$ cat config.mk
export PLATFORM = sky130hd
export DESIGN_NAME = bitstream_header_field_parser
export DESIGN_NICKNAME = d
export VERILOG_FILES = /design/src/design/bhfp_pkg.sv /design/src/design/bitstream_header_field_parser.sv
export VERILOG_INCLUDE_DIRS = /design/src /design/src/design
export SDC_FILE = /design/constraint.sdc
export NUM_CORES = 1
export LEC_CHECK = 0
export BUFFER_PORTS_ARGS = -buffer_cell sky130_fd_sc_hd__buf_2
export CORE_ASPECT_RATIO = 1.75
export CORE_MARGIN = 4
export CORE_UTILIZATION = 45
export CTS_CLUSTER_SIZE = 28
export DETAILED_ROUTE_END_ITERATION = 8
export SYNTH_ARGS = -nofsm -noshare
export SYNTH_HDL_FRONTEND = slang
export SYNTH_SLANG_ARGS = --single-unit
$ cat constraint.sdc
create_clock -name clock -period 7.5 [get_ports clock]
set_clock_uncertainty 0.15 [all_clocks]
set_input_delay 0.75 -clock clock [delete_from_list [all_inputs] [get_ports clock]]
set_output_delay 0.75 -clock clock [all_outputs]
set_load 0.01 [all_outputs]
$ cat src/design/assert_macros.svh
// ---------------------------------------------------------------------------
// assert_macros.svh
// Concurrent assertion wrappers; they compile to nothing under SYNTHESIS.
// ---------------------------------------------------------------------------
`ifndef ASSERT_MACROS_SVH
`define ASSERT_MACROS_SVH

`ifndef SYNTHESIS

// Same-cycle implication, disabled while reset is high.
`define ASSERT_NOW(label, clk, rst, ante, cons) \
   label: assert property (@(posedge clk) disable iff (rst) (ante) |-> (cons)) \
      else $error("assertion failed");

// Next-cycle implication, disabled while reset is high.
`define ASSERT_NEXT(label, clk, rst, ante, cons) \
   label: assert property (@(posedge clk) disable iff (rst) (ante) |=> (cons)) \
      else $error("assertion failed");

`else

`define ASSERT_NOW(label, clk, rst, ante, cons)
`define ASSERT_NEXT(label, clk, rst, ante, cons)

`endif

`endif

$ cat src/design/bhfp_pkg.sv
// ---------------------------------------------------------------------------
// bhfp_pkg
// Types, codes and the preamble table of the bitstream header parser.
// ---------------------------------------------------------------------------
package bhfp_pkg;

   localparam int PreambleLengthDef = 13;
   localparam int MaxFieldsDef      = 6;
   localparam int SizeBytesDef      = 4;

   localparam int PosWidth = 19;

   localparam logic [7:0] WantedFieldReset = 8'd101;
   localparam logic [7:0] DataFieldIdReset = 8'd101;

   // configuration register indexes
   localparam logic CSR_WANTED_FIELD  = 1'b0;
   localparam logic CSR_DATA_FIELD_ID = 1'b1;

   // result status codes
   localparam logic [1:0] ST_FOUND     = 2'd0;
   localparam logic [1:0] ST_BAD_MAGIC = 2'd1;
   localparam logic [1:0] ST_NOT_FOUND = 2'd2;

   // parser phases
   localparam logic [2:0] PH_PREAMBLE = 3'd0;
   localparam logic [2:0] PH_ID       = 3'd1;
   localparam logic [2:0] PH_LEN_HI   = 3'd2;
   localparam logic [2:0] PH_LEN_LO   = 3'd3;
   localparam logic [2:0] PH_SKIP     = 3'd4;
   localparam logic [2:0] PH_WANT_LEN = 3'd5;
   localparam logic [2:0] PH_SIZE     = 3'd6;
   localparam logic [2:0] PH_DONE     = 3'd7;

   typedef struct packed {
      logic [7:0] file_byte;
      logic       start_of_file;
   } req_word_type;

   typedef struct packed {
      logic [1:0]          status;
      logic [PosWidth-1:0] content_offset;
      logic [31:0]         stream_size;
   } rsp_word_type;

   // fixed file preamble; positions past the thirteenth read as zero
   function automatic logic [7:0] magic_byte(input logic [3:0] idx);
      logic [7:0] b;
      case (idx)
         4'd1:                          b = 8'h09;
         4'd2, 4'd4, 4'd6, 4'd8:        b = 8'h0f;
         4'd3, 4'd5, 4'd7, 4'd9:        b = 8'hf0;
         4'd12:                         b = 8'h01;
         default:                       b = 8'h00;
      endcase
      return b;
   endfunction

endpackage

$ cat src/design/bitstream_header_field_parser.sv
// ---------------------------------------------------------------------------
// bitstream_header_field_parser
// Streams a bitstream file byte by byte, checks the preamble and locates a
// wanted header field; reports its content offset and, for the data field,
// the bitstream size.
// ---------------------------------------------------------------------------
//
//   channel | direction | handshake             | word
//   --------+-----------+-----------------------+------------------------------
//   req_    | in        | req_valid / req_ready | file_byte, start_of_file
//   rsp_    | out       | rsp_valid / rsp_ready | status, content_offset, size
//   csr_    | in        | csr_we                | csr_index, csr_wdata
//
// One byte per cycle sustained while no result is held. A byte is registered
// in the input register and is parsed on the way into the result register.
// The parse state is updated together with the result register, which is what
// lets the next byte follow at once. Reset is synchronous and clears the parse
// state, the configuration and the valid flags to their defaults; the input
// word and the result word are not reset. A held result stalls the parser; the
// input register still takes one more word before req_ready drops.
// ---------------------------------------------------------------------------
`include "assert_macros.svh"

module bitstream_header_field_parser
   import bhfp_pkg::*;
#(
   parameter int PREAMBLE_LENGTH = PreambleLengthDef,
   parameter int MAX_FIELDS      = MaxFieldsDef,
   parameter int SIZE_BYTES      = SizeBytesDef
) (
   input  logic         clock,
   input  logic         reset,

   input  logic         req_valid,
   output logic         req_ready,
   input  req_word_type req_data,

   output logic         rsp_valid,
   input  logic         rsp_ready,
   output rsp_word_type rsp_data,

   input  logic         csr_we,
   input  logic         csr_index,
   input  logic [7:0]   csr_wdata
);

   // thresholds sized to the counters they are compared with
   localparam logic [4:0] PreambleLenW = 5'(PREAMBLE_LENGTH);
   localparam logic [2:0] MaxFieldsW   = 3'(MAX_FIELDS);
   localparam logic [2:0] SizeBytesW   = 3'(SIZE_BYTES);

   // configuration
   logic [7:0] wanted_field_ff;
   logic [7:0] data_field_id_ff;

   // input register
   logic         in_valid_ff;
   req_word_type in_word_ff;

   // parse state
   logic [2:0]          phase_ff,      phase_in;
   logic [3:0]          pre_idx_ff,    pre_idx_in;
   logic [2:0]          fields_ff,     fields_in;
   logic [15:0]         skip_ff,       skip_in;
   logic [PosWidth-1:0] pos_ff,        pos_in;
   logic [31:0]         size_acc_ff,   size_acc_in;
   logic [2:0]          size_cnt_ff,   size_cnt_in;

   // result register
   logic         rsp_valid_ff;
   rsp_word_type rsp_word_ff, rsp_word_in;
   logic         emit;

   logic advance;   // result register can take a new value
   logic step;      // a byte is parsed this cycle

   assign advance   = !rsp_valid_ff || rsp_ready;
   assign step      = in_valid_ff && advance;
   assign req_ready = !in_valid_ff || advance;
   assign rsp_valid = rsp_valid_ff;
   assign rsp_data  = rsp_word_ff;

   // ------------------------------------------------------------------
   // Parser: one byte in, state and optional result out.
   // ------------------------------------------------------------------
   always_comb begin
      logic [2:0]          cur_phase;
      logic [3:0]          cur_idx;
      logic [2:0]          cur_fields;
      logic [15:0]         cur_skip;
      logic [PosWidth-1:0] cur_pos;
      logic [31:0]         cur_acc;
      logic [2:0]          cur_cnt;
      logic [7:0]          b;
      logic [3:0]          idx_inc;
      logic [15:0]         skip_dec;
      logic [15:0]         len_full;
      logic [PosWidth-1:0] pos_inc;

      b = in_word_ff.file_byte;

      // a start flag restarts the file on this very byte
      if (in_word_ff.start_of_file) begin
         cur_phase  = PH_PREAMBLE;
         cur_idx    = '0;
         cur_fields = '0;
         cur_skip   = '0;
         cur_pos    = '0;
         cur_acc    = '0;
         cur_cnt    = '0;
      end else begin
         cur_phase  = phase_ff;
         cur_idx    = pre_idx_ff;
         cur_fields = fields_ff;
         cur_skip   = skip_ff;
         cur_pos    = pos_ff;
         cur_acc    = size_acc_ff;
         cur_cnt    = size_cnt_ff;
      end

      idx_inc  = cur_idx + 4'd1;
      skip_dec = cur_skip - 16'd1;
      len_full = cur_skip | {8'h00, b};
      pos_inc  = cur_pos + PosWidth'(1);

      phase_in    = cur_phase;
      pre_idx_in  = cur_idx;
      fields_in   = cur_fields;
      skip_in     = cur_skip;
      pos_in      = pos_inc;
      size_acc_in = cur_acc;
      size_cnt_in = cur_cnt;

      emit        = 1'b0;
      rsp_word_in = '{status: ST_FOUND, content_offset: '0, stream_size: '0};

      unique case (cur_phase)
         PH_PREAMBLE: begin
            if (b != magic_byte(cur_idx)) begin
               emit                 = 1'b1;
               rsp_word_in.status   = ST_BAD_MAGIC;
            end else begin
               pre_idx_in = idx_inc;
               if ({1'b0, idx_inc} >= PreambleLenW || idx_inc == 4'd0) begin
                  phase_in = PH_ID;
               end
            end
         end
         PH_ID: begin
            if (b == wanted_field_ff) begin
               if (wanted_field_ff == data_field_id_ff) begin
                  size_acc_in = '0;
                  size_cnt_in = '0;
                  phase_in    = PH_SIZE;
               end else begin
                  skip_in  = 16'd1;   // two length bytes to pass over
                  phase_in = PH_WANT_LEN;
               end
            end else begin
               fields_in = cur_fields + 3'd1;
               phase_in  = PH_LEN_HI;
            end
         end
         PH_LEN_HI: begin
            skip_in  = {b, 8'h00};
            phase_in = PH_LEN_LO;
         end
         PH_LEN_LO: begin
            skip_in = len_full;
            if (len_full == 16'd0) begin
               if (cur_fields >= MaxFieldsW) begin
                  emit               = 1'b1;
                  rsp_word_in.status = ST_NOT_FOUND;
               end else begin
                  phase_in = PH_ID;
               end
            end else begin
               phase_in = PH_SKIP;
            end
         end
         PH_SKIP: begin
            skip_in = skip_dec;
            if (skip_dec == 16'd0) begin
               if (cur_fields >= MaxFieldsW) begin
                  emit               = 1'b1;
                  rsp_word_in.status = ST_NOT_FOUND;
               end else begin
                  phase_in = PH_ID;
               end
            end
         end
         PH_WANT_LEN: begin
            if (cur_skip == 16'd0) begin
               emit                       = 1'b1;
               rsp_word_in.content_offset = pos_inc;
            end else begin
               skip_in = skip_dec;
            end
         end
         PH_SIZE: begin
            size_acc_in = {cur_acc[23:0], b};
            size_cnt_in = cur_cnt + 3'd1;
            if (size_cnt_in >= SizeBytesW) begin
               emit                       = 1'b1;
               rsp_word_in.content_offset = pos_inc;
               rsp_word_in.stream_size    = size_acc_in;
            end
         end
         PH_DONE: begin
            // idle until the next start flag
         end
         default: begin
         end
      endcase

      if (emit) begin
         phase_in = PH_DONE;
      end
   end

   // ------------------------------------------------------------------
   // Registers
   // ------------------------------------------------------------------
   always_ff @(posedge clock) begin
      if (reset) begin
         wanted_field_ff  <= WantedFieldReset;
         data_field_id_ff <= DataFieldIdReset;
      end else if (csr_we) begin
         unique case (csr_index)
            CSR_WANTED_FIELD:  wanted_field_ff  <= csr_wdata;
            CSR_DATA_FIELD_ID: data_field_id_ff <= csr_wdata;
            default: begin
            end
         endcase
      end
   end

   always_ff @(posedge clock) begin
      if (reset) begin
         in_valid_ff <= 1'b0;
      end else if (req_ready) begin
         in_valid_ff <= req_valid;
      end
   end

   always_ff @(posedge clock) begin
      if (req_ready) begin
         in_word_ff <= req_data;
      end
   end

   always_ff @(posedge clock) begin
      if (reset) begin
         phase_ff    <= PH_PREAMBLE;
         pre_idx_ff  <= '0;
         fields_ff   <= '0;
         skip_ff     <= '0;
         pos_ff      <= '0;
         size_acc_ff <= '0;
         size_cnt_ff <= '0;
      end else if (step) begin
         phase_ff    <= phase_in;
         pre_idx_ff  <= pre_idx_in;
         fields_ff   <= fields_in;
         skip_ff     <= skip_in;
         pos_ff      <= pos_in;
         size_acc_ff <= size_acc_in;
         size_cnt_ff <= size_cnt_in;
      end
   end

   always_ff @(posedge clock) begin
      if (reset) begin
         rsp_valid_ff <= 1'b0;
      end else if (advance) begin
         rsp_valid_ff <= in_valid_ff && emit;
      end
   end

   always_ff @(posedge clock) begin
      if (step && emit) begin
         rsp_word_ff <= rsp_word_in;
      end
   end

   // ------------------------------------------------------------------
   // Assertions
   // ------------------------------------------------------------------
   `ASSERT_NOW(a_fail_word_zero, clock, reset,
      rsp_valid && rsp_data.status != ST_FOUND,
      rsp_data.content_offset == '0 && rsp_data.stream_size == '0)
   `ASSERT_NEXT(a_emit_goes_done, clock, reset, step && emit, phase_ff == PH_DONE)
   `ASSERT_NOW(a_stall_only_when_held, clock, reset,
      !req_ready, in_valid_ff && rsp_valid && !rsp_ready)

endmodule
==> results of run 1 <==
metrics by stage:
step                cell area, um^2  hold WS, ps  total power (W)  setup WS [ps]  util (%)
floorplan                      7480          299          0.00105           1810         -
global placement               7980          307          0.00110           3410      48.7
detailed placement             7980          314          0.00111           3400      48.7
CTS                            8610          323          0.00203           3400      52.6
global route                   8610          334          0.00208           2980      52.6
finish                         8610          321          0.00201           3380      52.6
layout make-up:
class | count | area (um^2)
fillers | 1538 | 7760
flip-flops and latches | 152 | 3660
multi-input cells | 601 | 3540
repair buffers | 84 | 438
clock buffers | 18 | 429
well taps | 224 | 280
clock inverters | 14 | 203
inverters | 16 | 60.1
placed cells by master, fill, tap and decap left out, types with 5 or more instances in the layout:
| master | n |
|---|---|
| buf_4 | 7 |
| xnor2_1 | 26 |
| nor2b_1 | 20 |
| inv_1 | 16 |
| a21oi_1 | 35 |
| nand3b_1 | 5 |
| xor2_1 | 16 |
| and2_1 | 39 |
| ha_1 | 8 |
| edfxtp_1 | 62 |
| nand2_1 | 87 |
| dfxtp_1 | 90 |
| o22ai_1 | 7 |
| o21ai_0 | 49 |
| nand4_1 | 7 |
| a22oi_1 | 39 |
| a31oi_1 | 9 |
| nand2b_1 | 6 |
| buf_2 | 77 |
| nand3_1 | 36 |
| or3_1 | 6 |
| nor2_1 | 94 |
| a21o_1 | 6 |
| nor4_1 | 13 |
| o31a_1 | 5 |
| nor3_1 | 19 |
| clkbuf_16 | 17 |
sequential cells by signal (all words and copies together), names as in the netlist, 4 cells and up:
name	count
data_field_id_ff	8
in_word_ff	9
pos_ff	19
pre_idx_ff	4
rsp_data	53
size_acc_ff	24
skip_ff	16
wanted_field_ff	8
routing by layer:
metal	global-route usage (%)	vias to the layer above	part of all wire, %
met5	0	-	0
met1	21.3	3036	38
met3	3.69	50	4.2
met4	10.6	0	4.2
li1	-	3072	-
met2	38.9	190	54
logic make-up (layout without fill, tap and decap cells):
| group | after synthesis | count (layout) | share of synthesized area, % |
|---|---|---|---|
| fa+ha+maj | 8 | 8 | 1.34 |
| mux | 3 | 3 | 0.418 |
| xor+xnor | 42 | 42 | 4.91 |
| compound gates | 193 | 193 | 16.9 |
| flops | 152 | 152 | 48.9 |
| buf+inv | 75 | 132 | 4.11 |
| simple gates | 355 | 355 | 23.4 |
how the worst max path moves through the flow:
| stage | endpoint | slack (ps) | startpoint | cells after the start |
|---|---|---|---|---|
| global route | rsp_data[47] | 2980 | in_word_ff[0] | 11 |
| finish | rsp_data[40] | 3380 | in_word_ff[0] | 11 |
| floorplan | rsp_data[0] | 1810 | in_word_ff[0] | 14 |
| global placement | rsp_data[47] | 3410 | in_word_ff[0] | 11 |
| detailed placement | rsp_data[46] | 3400 | in_word_ff[0] | 11 |
| CTS | rsp_data[40] | 3400 | in_word_ff[0] | 11 |
critical path: stages, from the launching register on:
cell       delay [ps]
edfxtp_1          400
inv_1             520
nand2_1           200
ha_1              270
nor4bb_1          180
a2111oi_0         460
mux2_2            390
a21oi_1           160
a31oi_1           160
nor3b_2           450
nor2_4             60
buf_4             350
power by group through the flow:
stage,clock network (W),logic [W],registers [W]
2_1_floorplan,0,0.000131,0.000920
3_3_place_gp,0,0.000174,0.000930
3_5_place_dp,0,0.000176,0.000930
4_1_cts,0.000939,0.000177,0.000912
5_1_grt,0.000970,0.000195,0.000915
6_report,0.000920,0.000176,0.000912
==> results.tsv, run 1 <==
stage	metric	value	unit
outcome	status	finished, final reports clean	
pwr	comb_power_share	8.8	%
sta	finalHoldViolations	0	
sta	rsz0062_at_grt	false	
pwr	power_switching	0.000525	W
sta	tightest_slew	1100	ps
pwr	sw_frac_of_total	26.2	%
synth	yosysMostFrequentCell	nor2_1	
die	chipHeight	179	um
clocking	cts_resized	0	
synth	mappedNetlistArea	7480	um^2
setup_path	cp-start-kind	flop	
hold_path	hp-class	flop to flop	
clocking	clkLatencyLatePin	420	ps
clocking	cts_made_buffers	17	
synth	synth_nets	859	
setup_path	cp.arrival	4050	ps
pwr	pwr-share-clk	45.8	%
route	remaining_drc_errors	0	
pwr	power_frac_seq	45.4	%
setup_path	rrSetupSlack	3380	ps
setup_path	crit_type	flop to flop	
global_route	grt_usage	20.5	%
synth	synth_top_area_share	24.9	%
setup_path	worstPathMaxFanout	53	
clocking	htreeDepth	4	
setup_path	cp.required	7440	ps
pwr	p_int	0.00148	W
global_route	antenna_found_initial	0	
die	fp.dieArea	18800	um^2
route	first_pass_iters	5	
clocking	clk_path_buf_depth	2	
global_route	grt_pass1_vias	6152	
synth	ys_ff_latch	152	
synth	synth_common_cells	nor2_1, dfxtp_1, nand2_1	
route	drtIter0Drc	275	
setup_path	r2r-start	in_word_ff[0]	
sta	fmax	0.243	GHz
synth	ys_types	67	
sta	drv_slew	0	
flow_run	drv_cap	0	
setup_path	end_kind	flop	
die	io_pins	78	
place	gp_congestion	0.913	
cells_and_area	fin_cells	1109	
sta	finalCritPeriodShare	54.9	%
route	detail_route.wl_per_cell	17.2	um
global_route	grt_pass1_wl	30800	um
place	dp_hpwl	13100	um
place	io_buffers	77	
clocking	cts-root-buf	clkbuf_16	
hold_path	min_path_cells	2	
synth	synthCells	828	
sta	setup_viol	0	
clocking	hold_buffers	0	
place	dp_cells	1077	
sta	period_needed	4120	ps
synth	synthFlopType	dfxtp_1	
hold_path	worstHoldStart	data_field_id_ff[1]	
synth	synth.area.top_cells	edfxtp_1, dfxtp_1, nor2_1, nand2_1, a22oi_1	
clocking	clock-sinks	152	
die	core	16400	um^2
route	num_vias	6348	
route	routed_wl	19100	um
die	die_width	105	um
pwr	irDropWorstVdd	0.134	mV
route	ant_nets	0	
pwr	powerDensity	233	nW/um^2
setup_path	rr_endpoint	rsp_data[40]	
synth	avgSynthCellArea	9.04	um^2
global_route	grt-ovfl-total	0	
clocking	postCtsSetupBuffers	0	
synth	synth_top_area_cell	edfxtp_1	
die	num_rows	62	
sta	tns	0	ps
clocking	cts_tree	done	
cells_and_area	area_growth	15.0	%
clocking	clk_pin_slew	60	ps
hold_path	min_to	data_field_id_ff[1]	
cells_and_area	final_layout_size_suffix_gt1_share	14.8	%
pwr	p_leak	3.09	nW
cells_and_area	num_antenna_cells	0	
synth	async_flop_share	0	%
synth	ys_warn_count	0	
sta	slew_headroom	25.1	%
synth	synth_edf_count	62	
global_route	grt_max_degree	83	
route	vias_per_cell	5.72	
die	start_util	45.7	%
cells_and_area	fin_nets	903	
synth	synth-seq-area-share	48.9	%
setup_path	reg2reg_depth	11	
No activity file was read; power rests on OpenSTA's default activity.
==> inputs of run 2 (changes only) <==
- clock period: 7.5 -> 4.15 ns (I/O delays scaled with it)
==> run 2 against run 1 <==
  * Maximum frequency rose by 17%
  * Sequential power rose by 81%
  * Via count rose by 0.69%
  * Count of clock-buffer cells in the layout did not move
  * First-iteration DRC count rose by 37%
==> results.tsv, run 2 (synthesized netlist as in run 1, its figures left out) <==
stage	metric	value	unit
route	drtIter0Drc	377	
clocking	clkLatencyLatePin	430	ps
cells_and_area	largest_reg_flops	53	
sta	drv_slew	0	
hold_path	hp-class	input port to flop	
setup_path	cp.required	4140	ps
hold_path	min_path_cells	1	
sta	setup_viol	0	
route	routed_wl	20100	um
global_route	grt_max_degree	73	
setup_path	cp_top_family	simple AND/OR/NAND/NOR gates	
setup_path	rrSetupSlack	630	ps
route	detail_route.wl_per_cell	17.9	um
setup_path	worstPathMaxFanout	31	
place	io_buffers	77	
global_route	grt-ovfl-total	0	
clocking	postCtsSetupBuffers	0	
cells_and_area	layout_common_cells	nor2_1, dfxtp_1, nand2_1	
outcome	status	finished, final reports clean	
route	first_pass_iters	5	
hold_path	min_to	in_word_ff[1]	
die	chipHeight	179	um
sta	period_needed	3520	ps
die	start_util	45.7	%
setup_path	r2r-start	pre_idx_ff[0]	
cells_and_area	area_growth	16.4	%
pwr	pwr-share-clk	44.2	%
place	gp_congestion	0.944	
cells_and_area	fin_nets	917	
sta	slew_headroom	26.4	%
setup_path	cp-start-kind	flop	
sta	finalHoldViolations	0	
clocking	clock-sinks	152	
global_route	grt_pass1_vias	6272	
die	core	16400	um^2
cells_and_area	final_common_cell	nor2_1	
setup_path	crit_type	flop to flop	
clocking	cts_resized	0	
die	io_pins	78	
sta	tightest_slew	1100	ps
sta	rsz0062_at_grt	false	
pwr	power_switching	0.00101	W
pwr	power_frac_seq	46.4	%
setup_path	cp_cell_sequence	nand2_1 -> ha_1 -> nor4bb_1 -> a2111oi_0 -> mux2_2 -> a21oi_1 -> a31oi_1 -> nor3b_2 -> nor2_4 -> buf_4	
setup_path	cp_num_buf_inv	1	
pwr	sw_frac_of_total	28.3	%
clocking	cts_made_buffers	17	
die	die_width	105	um
pwr	p_leak	3.15	nW
setup_path	rr_endpoint	rsp_data[52]	
setup_path	cp.arrival	3510	ps
clocking	htreeDepth	4	
place	dp_hpwl	14000	um
route	remaining_drc_errors	0	
sta	fmax	0.284	GHz
clocking	cts_tree	done	
clocking	clk_pin_slew	80	ps
route	vias_per_cell	5.69	
route	num_vias	6392	
pwr	comb_power_share	9.5	%
cells_and_area	num_antenna_cells	0	
cells_and_area	final_util	53.2	%
global_route	grt_usage	21.6	%
global_route	grt_pass1_wl	32100	um
die	fp.dieArea	18800	um^2
hold_path	worstHoldStart	req_data[1]	
flow_run	drv_cap	0	
sta	tns	0	ps
place	dp_cells	1085	
clocking	cts-root-buf	clkbuf_16	
setup_path	reg2reg_depth	10	
setup_path	worst_path_max_delay_cell	a2111oi_0	
route	ant_nets	0	
die	num_rows	62	
cells_and_area	fill_cells	1554	
cells_and_area	final_layout_size_suffix_gt1_share	15.6	%
sta	finalCritPeriodShare	84.8	%
pwr	p_int	0.00254	W
cells_and_area	fin_cells	1123	
pwr	irDropWorstVdd	0.263	mV
setup_path	end_kind	flop	
clocking	clk_path_buf_depth	2	
setup_path	max_stage_delay	520	ps
global_route	antenna_found_initial	0	
pwr	powerDensity	407	nW/um^2
==> run 2: cell count changes in the layout (fill, tap and decap cells not counted), sizes merged <==
cell / change
buf: +8
dlygate4sd3: +6
inv: -1
clkinvlp: -1
bufinv: -3
clkinv: +5
==> run 2: worst max path at each step <==
| stage | start | end | slack, ps | cells after the start |
|---|---|---|---|---|
| 3_5_place_dp | pre_idx_ff[0] | rsp_data[46] | 610 | 10 |
| 3_3_place_gp | pre_idx_ff[0] | rsp_data[46] | 620 | 10 |
| 6_report | pre_idx_ff[0] | rsp_data[52] | 630 | 10 |
| 5_1_grt | pre_idx_ff[0] | rsp_data[52] | 400 | 10 |
| 4_1_cts | pre_idx_ff[0] | rsp_data[33] | 580 | 10 |
| 2_1_floorplan | in_word_ff[0] | rsp_data[0] | 50 | 14 |
==> run 2: final cells by class <==
class	count	area (um^2)	area share, %
Timing Repair Buffer	98	558	6.40
Clock buffer	18	439	5.04
Clock inverter	14	178	2.04
Multi-Input combinational cell	601	3540	40.6
Sequential cell	152	3660	42.0
Tap cell	224	280	3.22
Inverter	16	60.1	0.689
==> run 2: per-stage QoR <==
step,setup WS (ps),hold slack [ps],total power [W],area (um^2)
finish,632,18.1,0.00355,8720
global route,404,4.98,0.00368,8720
CTS,584,1.82,0.00357,8690
detailed placement,608,313,0.00201,8040
global placement,625,307,0.00200,8040
floorplan,52.9,299,0.00190,7490
==> run 2: power by group through the flow <==
stage | logic, W | clock network [W] | registers (W)
floorplan | 0.000239 | 0 | 0.00166
global placement | 0.000324 | 0 | 0.00168
detailed placement | 0.000330 | 0 | 0.00168
CTS | 0.000333 | 0.00160 | 0.00165
global route | 0.000371 | 0.00166 | 0.00165
finish | 0.000336 | 0.00157 | 0.00165
==> run 2: routing by layer <==
| metal | global-route usage [%] | wire, um |
|---|---|---|
| met1 | 22.1 | 7360 |
| met3 | 3.59 | 831 |
| met5 | 0 | 0 |
| met4 | 12.4 | 930 |
| met2 | 40.9 | 11000 |
==> run 2: timing repair <==
item / in CTS / in global routing
hold buffers: 3 / 3
endpoints found under the hold margin: 3 / 3
setup endpoints to repair: 0 / 0
